==> config.mk <==
export PLATFORM = sky130hd
export DESIGN_NAME = riscv_branch_resolve_unit
export DESIGN_NICKNAME = d
export VERILOG_FILES = /design/src/hdl/bru_pkg.sv /design/src/hdl/bru_lo_stage.sv /design/src/hdl/bru_hi_stage.sv /design/src/hdl/bru_res_stage.sv /design/src/hdl/riscv_branch_resolve_unit.sv
export SDC_FILE = /design/constraint.sdc
export NUM_CORES = 1
export LEC_CHECK = 0
export BUFFER_PORTS_ARGS = -buffer_cell sky130_fd_sc_hd__buf_4
export CORE_ASPECT_RATIO = 2
export CORE_MARGIN = 5
export CORE_UTILIZATION = 45
export DETAILED_ROUTE_END_ITERATION = 8
export PLACE_DENSITY = 0.65
export SETUP_SLACK_MARGIN = 0.4
export SYNTH_ARGS = -nofsm -noshare
export SYNTH_HDL_FRONTEND = slang
export SYNTH_SLANG_ARGS = --single-unit
==> constraint.sdc <==
create_clock -name clk -period 17.5 [get_ports clk]
set_input_delay 3.5 -clock clk [delete_from_list [all_inputs] [get_ports clk]]
set_output_delay 3.5 -clock clk [all_outputs]
set_load 0.01 [all_outputs]
==> src/hdl/bru_pkg.sv <==
package bru_pkg;

  localparam int XLEN      = 64;
  localparam int HALF      = XLEN / 2;
  localparam int TAG_W     = 7;
  localparam int PHYS_REGS = 128;
  localparam int TAG_CMP_W = 11;
  localparam int TAG_STEPS = ((1 << TAG_W) + PHYS_REGS - 1) / PHYS_REGS;

  typedef enum logic [2:0] {
    FUNC_JAL  = 3'd0,
    FUNC_JALR = 3'd1,
    FUNC_BEQ  = 3'd2,
    FUNC_BNE  = 3'd3,
    FUNC_BLT  = 3'd4,
    FUNC_BGE  = 3'd5,
    FUNC_BLTU = 3'd6,
    FUNC_BGEU = 3'd7
  } bru_func_t;

  typedef struct packed {
    logic              inst_valid;
    bru_func_t         func;
    logic [TAG_W-1:0]  tag;
    logic [HALF-1:0]   tgt_lo;
    logic              tgt_c;
    logic [HALF-1:0]   base_hi;
    logic [HALF-1:0]   off_hi;
    logic [HALF-1:0]   link_lo;
    logic              link_c;
    logic [HALF-1:0]   pc_hi;
    logic [HALF-1:0]   a_hi;
    logic [HALF-1:0]   b_hi;
    logic              eq_lo;
    logic              ltu_lo;
  } bru_s1_t;

  typedef struct packed {
    logic              inst_valid;
    bru_func_t         func;
    logic [TAG_W-1:0]  tag;
    logic [XLEN-1:0]   target;
    logic [XLEN-1:0]   link;
    logic              eq;
    logic              ltu;
    logic              lts;
  } bru_s2_t;

  function automatic logic [TAG_W-1:0] tag_wrap(input logic [TAG_W-1:0] tag);
    logic [TAG_CMP_W-1:0] t;
    t = TAG_CMP_W'(tag);
    for (int i = 0; i < TAG_STEPS; i++) begin
      if (t >= TAG_CMP_W'(PHYS_REGS)) begin
        t = t - TAG_CMP_W'(PHYS_REGS);
      end
    end
    return t[TAG_W-1:0];
  endfunction

endpackage

==> src/hdl/bru_lo_stage.sv <==
module bru_lo_stage
  import bru_pkg::*;
(
  input  logic             clk,
  input  logic             rst,
  input  logic             in_valid,
  output logic             in_ready,
  input  logic [2:0]       func,
  input  logic             inst_valid,
  input  logic [XLEN-1:0]  pc,
  input  logic [XLEN-1:0]  offset,
  input  logic [XLEN-1:0]  src_a,
  input  logic [XLEN-1:0]  src_b,
  input  logic [TAG_W-1:0] dest_tag,
  output logic             out_valid,
  input  logic             out_ready,
  output bru_s1_t          s1
);

  bru_s1_t          s1_next;
  logic [HALF-1:0]  base_lo;
  logic [HALF:0]    tgt_sum;
  logic [HALF:0]    link_sum;

  assign in_ready = !out_valid || out_ready;

  always_comb begin
    base_lo  = (bru_func_t'(func) == FUNC_JALR) ? src_a[HALF-1:0] : pc[HALF-1:0];
    tgt_sum  = {1'b0, base_lo} + {1'b0, offset[HALF-1:0]};
    link_sum = {1'b0, pc[HALF-1:0]} + (HALF+1)'(4);

    s1_next.inst_valid = inst_valid;
    s1_next.func       = bru_func_t'(func);
    s1_next.tag        = dest_tag;
    s1_next.tgt_lo     = tgt_sum[HALF-1:0];
    s1_next.tgt_c      = tgt_sum[HALF];
    s1_next.base_hi    = (bru_func_t'(func) == FUNC_JALR) ? src_a[XLEN-1:HALF] : pc[XLEN-1:HALF];
    s1_next.off_hi     = offset[XLEN-1:HALF];
    s1_next.link_lo    = link_sum[HALF-1:0];
    s1_next.link_c     = link_sum[HALF];
    s1_next.pc_hi      = pc[XLEN-1:HALF];
    s1_next.a_hi       = src_a[XLEN-1:HALF];
    s1_next.b_hi       = src_b[XLEN-1:HALF];
    s1_next.eq_lo      = (src_a[HALF-1:0] == src_b[HALF-1:0]);
    s1_next.ltu_lo     = (src_a[HALF-1:0] < src_b[HALF-1:0]);
  end

  always_ff @(posedge clk) begin
    if (rst) begin
      out_valid <= 1'b0;
    end else if (in_ready) begin
      out_valid <= in_valid;
    end
  end

  always_ff @(posedge clk) begin
    if (in_ready && in_valid) begin
      s1 <= s1_next;
    end
  end

endmodule

==> src/hdl/bru_hi_stage.sv <==
module bru_hi_stage
  import bru_pkg::*;
(
  input  logic    clk,
  input  logic    rst,
  input  logic    in_valid,
  output logic    in_ready,
  input  bru_s1_t s1,
  output logic    out_valid,
  input  logic    out_ready,
  output bru_s2_t s2
);

  bru_s2_t         s2_next;
  logic [HALF-1:0] tgt_hi;
  logic [HALF-1:0] link_hi;
  logic            eq_hi;
  logic            ltu_hi;
  logic            lts_hi;

  assign in_ready = !out_valid || out_ready;

  always_comb begin
    tgt_hi  = s1.base_hi + s1.off_hi + HALF'(s1.tgt_c);
    link_hi = s1.pc_hi + HALF'(s1.link_c);
    eq_hi   = (s1.a_hi == s1.b_hi);
    ltu_hi  = (s1.a_hi < s1.b_hi);
    lts_hi  = ($signed(s1.a_hi) < $signed(s1.b_hi));

    s2_next.inst_valid = s1.inst_valid;
    s2_next.func       = s1.func;
    s2_next.tag        = tag_wrap(s1.tag);
    s2_next.target     = {tgt_hi, s1.tgt_lo[HALF-1:1], 1'b0};
    s2_next.link       = {link_hi, s1.link_lo};
    s2_next.eq         = eq_hi && s1.eq_lo;
    s2_next.ltu        = ltu_hi || (eq_hi && s1.ltu_lo);
    s2_next.lts        = lts_hi || (eq_hi && s1.ltu_lo);
  end

  always_ff @(posedge clk) begin
    if (rst) begin
      out_valid <= 1'b0;
    end else if (in_ready) begin
      out_valid <= in_valid;
    end
  end

  always_ff @(posedge clk) begin
    if (in_ready && in_valid) begin
      s2 <= s2_next;
    end
  end

endmodule

==> src/hdl/bru_res_stage.sv <==
module bru_res_stage
  import bru_pkg::*;
(
  input  logic             clk,
  input  logic             rst,
  input  logic             in_valid,
  output logic             in_ready,
  input  bru_s2_t          s2,
  output logic             out_valid,
  input  logic             out_ready,
  output logic             taken,
  output logic [XLEN-1:0]  next_pc,
  output logic             misaligned,
  output logic             link_write,
  output logic [TAG_W-1:0] link_tag,
  output logic [XLEN-1:0]  link_value
);

  logic take;
  logic is_jump;
  logic mis;
  logic lw;

  assign in_ready = !out_valid || out_ready;

  always_comb begin
    unique case (s2.func)
      FUNC_JAL, FUNC_JALR: take = 1'b1;
      FUNC_BEQ:            take = s2.eq;
      FUNC_BNE:            take = !s2.eq;
      FUNC_BLT:            take = s2.lts;
      FUNC_BGE:            take = !s2.lts;
      FUNC_BLTU:           take = s2.ltu;
      FUNC_BGEU:           take = !s2.ltu;
      default:             take = 1'b0;
    endcase
    is_jump = (s2.func == FUNC_JAL) || (s2.func == FUNC_JALR);
    mis     = take && s2.target[1];
    lw      = is_jump && !mis;
  end

  always_ff @(posedge clk) begin
    if (rst) begin
      out_valid <= 1'b0;
    end else if (in_ready) begin
      out_valid <= in_valid;
    end
  end

  always_ff @(posedge clk) begin
    if (in_ready && in_valid) begin
      taken      <= s2.inst_valid && take;
      next_pc    <= s2.inst_valid ? s2.target : '0;
      misaligned <= s2.inst_valid && mis;
      link_write <= s2.inst_valid && lw;
      link_tag   <= (s2.inst_valid && lw) ? s2.tag : '0;
      link_value <= (s2.inst_valid && lw) ? s2.link : '0;
    end
  end

`ifndef SYNTHESIS
  assert property (@(posedge clk) disable iff (rst) out_valid |-> !(misaligned && !taken))
    else $error("misaligned without taken");
  assert property (@(posedge clk) disable iff (rst) out_valid |-> !(link_write && misaligned))
    else $error("link write on misaligned target");
  assert property (@(posedge clk) disable iff (rst) out_valid |-> !next_pc[0])
    else $error("target bit 0 set");
  assert property (@(posedge clk) disable iff (rst)
      (in_valid && in_ready && s2.inst_valid && s2.func == FUNC_JAL) |=> taken)
    else $error("jal not taken");
`endif

endmodule

==> src/hdl/riscv_branch_resolve_unit.sv <==
// Branch resolve unit for RV64 control-transfer instructions.
// Input channel: in_valid/in_ready with func, inst_valid, pc, offset,
// src_a, src_b and dest_tag. An item with inst_valid low passes through
// and yields a result with every field zero.
// Output channel: out_valid/out_ready with taken, next_pc (target with
// bit 0 cleared), misaligned, link_write, link_tag and link_value (pc + 4).
// Pipeline of three stages from acceptance to out_valid: low-half adds and
// compares, high-half adds and compares with carry merge, then condition
// resolve into the output register.
// Throughput: one item per cycle while out_ready is high; each stage holds
// one item and takes a new one if empty or if its item moves on that cycle.
// Reset clears the stage valid bits; no item is lost or duplicated.
// When the receiver stalls, results back up stage by stage, in_ready drops
// once all three stages are full, and everything resumes as out_ready rises.
module riscv_branch_resolve_unit
  import bru_pkg::*;
(
  input  logic             clk,
  input  logic             rst,
  input  logic             in_valid,
  output logic             in_ready,
  input  logic [2:0]       func,
  input  logic             inst_valid,
  input  logic [XLEN-1:0]  pc,
  input  logic [XLEN-1:0]  offset,
  input  logic [XLEN-1:0]  src_a,
  input  logic [XLEN-1:0]  src_b,
  input  logic [TAG_W-1:0] dest_tag,
  output logic             out_valid,
  input  logic             out_ready,
  output logic             taken,
  output logic [XLEN-1:0]  next_pc,
  output logic             misaligned,
  output logic             link_write,
  output logic [TAG_W-1:0] link_tag,
  output logic [XLEN-1:0]  link_value
);

  bru_s1_t s1;
  bru_s2_t s2;
  logic    v1;
  logic    v2;
  logic    r1;
  logic    r2;

  bru_lo_stage u_lo (
    .clk        (clk),
    .rst        (rst),
    .in_valid   (in_valid),
    .in_ready   (in_ready),
    .func       (func),
    .inst_valid (inst_valid),
    .pc         (pc),
    .offset     (offset),
    .src_a      (src_a),
    .src_b      (src_b),
    .dest_tag   (dest_tag),
    .out_valid  (v1),
    .out_ready  (r1),
    .s1         (s1)
  );

  bru_hi_stage u_hi (
    .clk       (clk),
    .rst       (rst),
    .in_valid  (v1),
    .in_ready  (r1),
    .s1        (s1),
    .out_valid (v2),
    .out_ready (r2),
    .s2        (s2)
  );

  bru_res_stage u_res (
    .clk        (clk),
    .rst        (rst),
    .in_valid   (v2),
    .in_ready   (r2),
    .s2         (s2),
    .out_valid  (out_valid),
    .out_ready  (out_ready),
    .taken      (taken),
    .next_pc    (next_pc),
    .misaligned (misaligned),
    .link_write (link_write),
    .link_tag   (link_tag),
    .link_value (link_value)
  );

endmodule
==> flow_metrics.tcl <==
set metrics [dict create \
    status "complete, no violations" \
    slowest_stage "nor2b_1" \
    viasPerCell 5.33 \
    fin_setup_tns_ns 0 \
    worstPathArrival_ns 4.59 \
    gr-usage-met2 0.427 \
    worst-setup-path-type "in2out" \
    synth-compound-area-share 0.0738 \
    synth_mux_area_frac 0.0315 \
    clock-root-buffer "clkbuf_16" \
    use_met1 0.215 \
    cap_violations 0 \
    synth_fp_nets 2109 \
    power_leakage_uw 0.0114 \
    coreArea_um2 52600 \
    drcViolationCount 0 \
    firstDrtPassIters 5 \
    grt_overflow 0 \
    synth_edf_count 516 \
    drt_iter0_drc 761 \
    final-setup-viol-count 0 \
    finalClockSkew_ns 0.0111 \
    cts_resized 0 \
    max_stage_delay_ns 0.57 \
    min_path_type "reg2reg" \
    busiest_layer "met2" \
    syn_inst 1704 \
    clock-sinks 519 \
    drtAntennaViolNets 0 \
    async_flop_share 0 \
    grt_max_degree 91 \
    yosys_warnings 0 \
    critical_path_buf_inv_count 2 \
    cts_hold_buf 0 \
    synth_simple_gate_area_frac 0.108 \
    insertion_delay_ns 0.57 \
    die_width_um 173 \
    cts_tree "built" \
    grt_pass1_vias 15800 \
    timing_hold_violations_final 0 \
    initial_core_util 0.453 \
    synth_top_area_share 0.651 \
    use_met3 0.0480 \
    tightestPinTransition_ns 1.18 \
    die_height_um 335 \
    pre_cts_slack_ns 9.42 \
    synth_ff_type "edfxtp_1" \
    clkTransAtPathRegs_ns 0.06 \
    crit_required_ns 14.00 \
    worstHoldStart "u_lo.s1[204]" \
    grt.total_usage 0.221 \
    antenna_found_initial 10 \
    ys_seq_area_frac 0.653 \
    finalCritPeriodShare 0.462 \
    htreeDepth 2 \
    post-synth-top-area-cell "edfxtp_1" \
    die_area_um2 57900 \
    wirelength_um 66300 \
    mostFrequentLayoutCells "516 x edfxtp_1, 421 x buf_4, 139 x and2_1, 131 x ha_1, 99 x nand2_1" \
    post_cts.repair.setup_buffers 0 \
    io_buffers 409 \
    netlist_area_um2 23800 \
    grt_pass1_wl_um 96500 \
    ioPinCount 411 \
    setup_slack_ns 9.41 \
    clk_path_buf_depth 3 \
    placementRows 119 \
    synth_cell_type_count 86 \
    ys_seq_elements 519 \
    critPathLaunchType "input pin" \
    cp-end-kind "primary output" \
    rsz0062_at_grt "false" \
    wire_per_inst_um 23.3 \
    dp_hpwl_um 52200 \
    crit_family "simple AND/OR/NAND/NOR gates" \
    crit_chain "buf_4 > nor2b_1 > nand3_1 > buf_4" \
    cp-startpoint "out_ready" \
    synthXorXnorAreaFrac 0.0408 \
    areaGrowthSynthToFinish_pct 22.8 \
    p_per_area_nw_per_um2 102 \
    synth.avg_cell_area_um2 14.0 \
    ir_worst_vdd_v 0.0000991 \
    synth_top_family_by_area "simple AND/OR/NAND/NOR gates" \
    period_minus_slack_ns 8.09 \
    drive_gt1_frac 0.267 \
    slew_violations 0 \
    postLayoutCoreUtil 0.556 \
    layout.nets 2542 \
    place_congestion 1.02 \
    synth_adder_area_share 0.0714 \
    cts_buffers 47 \
    cpMostUsedCell "buf_4" \
    reg2reg_from "u_res.out_valid" \
    relSlewSlack 0.213 \
    layout_commonest_cell "edfxtp_1" \
    path_max_fanout 6 \
    dr_total_vias 15200 \
    synth_area_leaders "edfxtp_1 65%, ha_1 6.9%, and2_1 3.7%, mux2_2 2.9%, xnor2_1 2.6%" \
    fmax_ghz 0.124 \
]
-- flip-flops by register name, indices dropped and copies added, names as in the netlist --
signal / cells
u_res.next_pc: 63
u_hi.out_valid: 1
u_res.taken: 1
u_hi.s2: 141
u_res.link_value: 64
u_res.link_write: 1
u_lo.s1: 238
u_res.out_valid: 1
u_res.link_tag: 7
u_res.misaligned: 1
u_lo.out_valid: 1
-- metal layers --
layer / vias to the layer above / routed length [um]
met4: 10 / 3990
met2: 553 / 36600
met3: 143 / 3960
li1: 7202 / -
met5: - / 62
met1: 7247 / 21700
-- path summary, 6_finish.rpt --
check | to | slack, ns | cells after the start
worst max-delay path | in_ready | 9.41 | 4
worst min-delay path | u_hi.s2[75] | 0.42 | 0
worst max register to register | u_lo.s1[116] | 13.43 | 5
worst min register to register | u_hi.s2[75] | 0.42 | 0
-- cell usage after synthesis, types with 15 or more instances --
cell / instances
o21ai_0: 43
clkbuf_1: 31
edfxtp_1: 516
mux2_2: 62
xnor2_1: 70
and2_1: 139
a21oi_1: 80
ha_1: 131
xor2_1: 41
inv_1: 90
a21o_1: 30
nand3_1: 50
nand4_1: 26
nor2_1: 72
nand2_1: 99
nor3_1: 15
and3_1: 25
-- power by group --
group / switching, uW / internal (uW)
registers: 29.9 / 1480
clock network: 455 / 587
logic: 235 / 181
total: 720 / 2250
-- metrics by stage --
stage	cells	cell area (um^2)	hold slack [ns]	power, uW
floorplan	1704	23800	0.400	1800
global placement	2753	27700	0.401	1940
detailed placement	2753	27700	0.405	1960
CTS	2840	29200	0.413	3000
global route	2842	29200	0.422	3090
finish	2845	29200	0.417	2970
-- worst reg2reg max path: stages, from the launching register on --
cell	delay, ns
dfxtp_1	0.31
nor2b_1	0.25
a31oi_4	0.25
buf_4	0.89
buf_4	0.94
buf_4	1.02
-- kinds of logic (layout without fill, tap and decap cells) --
logic type / Yosys count / after routing
flip-flops: 519 / 519
other: 1 / 6
multiplexers: 67 / 67
AND/OR/NAND/NOR: 482 / 482
adder cells (fa/ha/maj): 134 / 134
AO/OA/AOI/OAI: 263 / 263
XOR/XNOR: 111 / 111
buffers and inverters: 127 / 598
-- layout make-up --
class                           instances  area [um^2]
Fill cell                            4457        23300
Sequential cell                       519        15600
Multi-Input combinational cell       1058         7810
Timing Repair Buffer                  421         3160
Clock buffer                           57         1260
Tap cell                              665          832
Inverter                               90          338
Clock inverter                         30          280
Antenna cell                            5         12.5
Power figures use the tool's default switching activity.
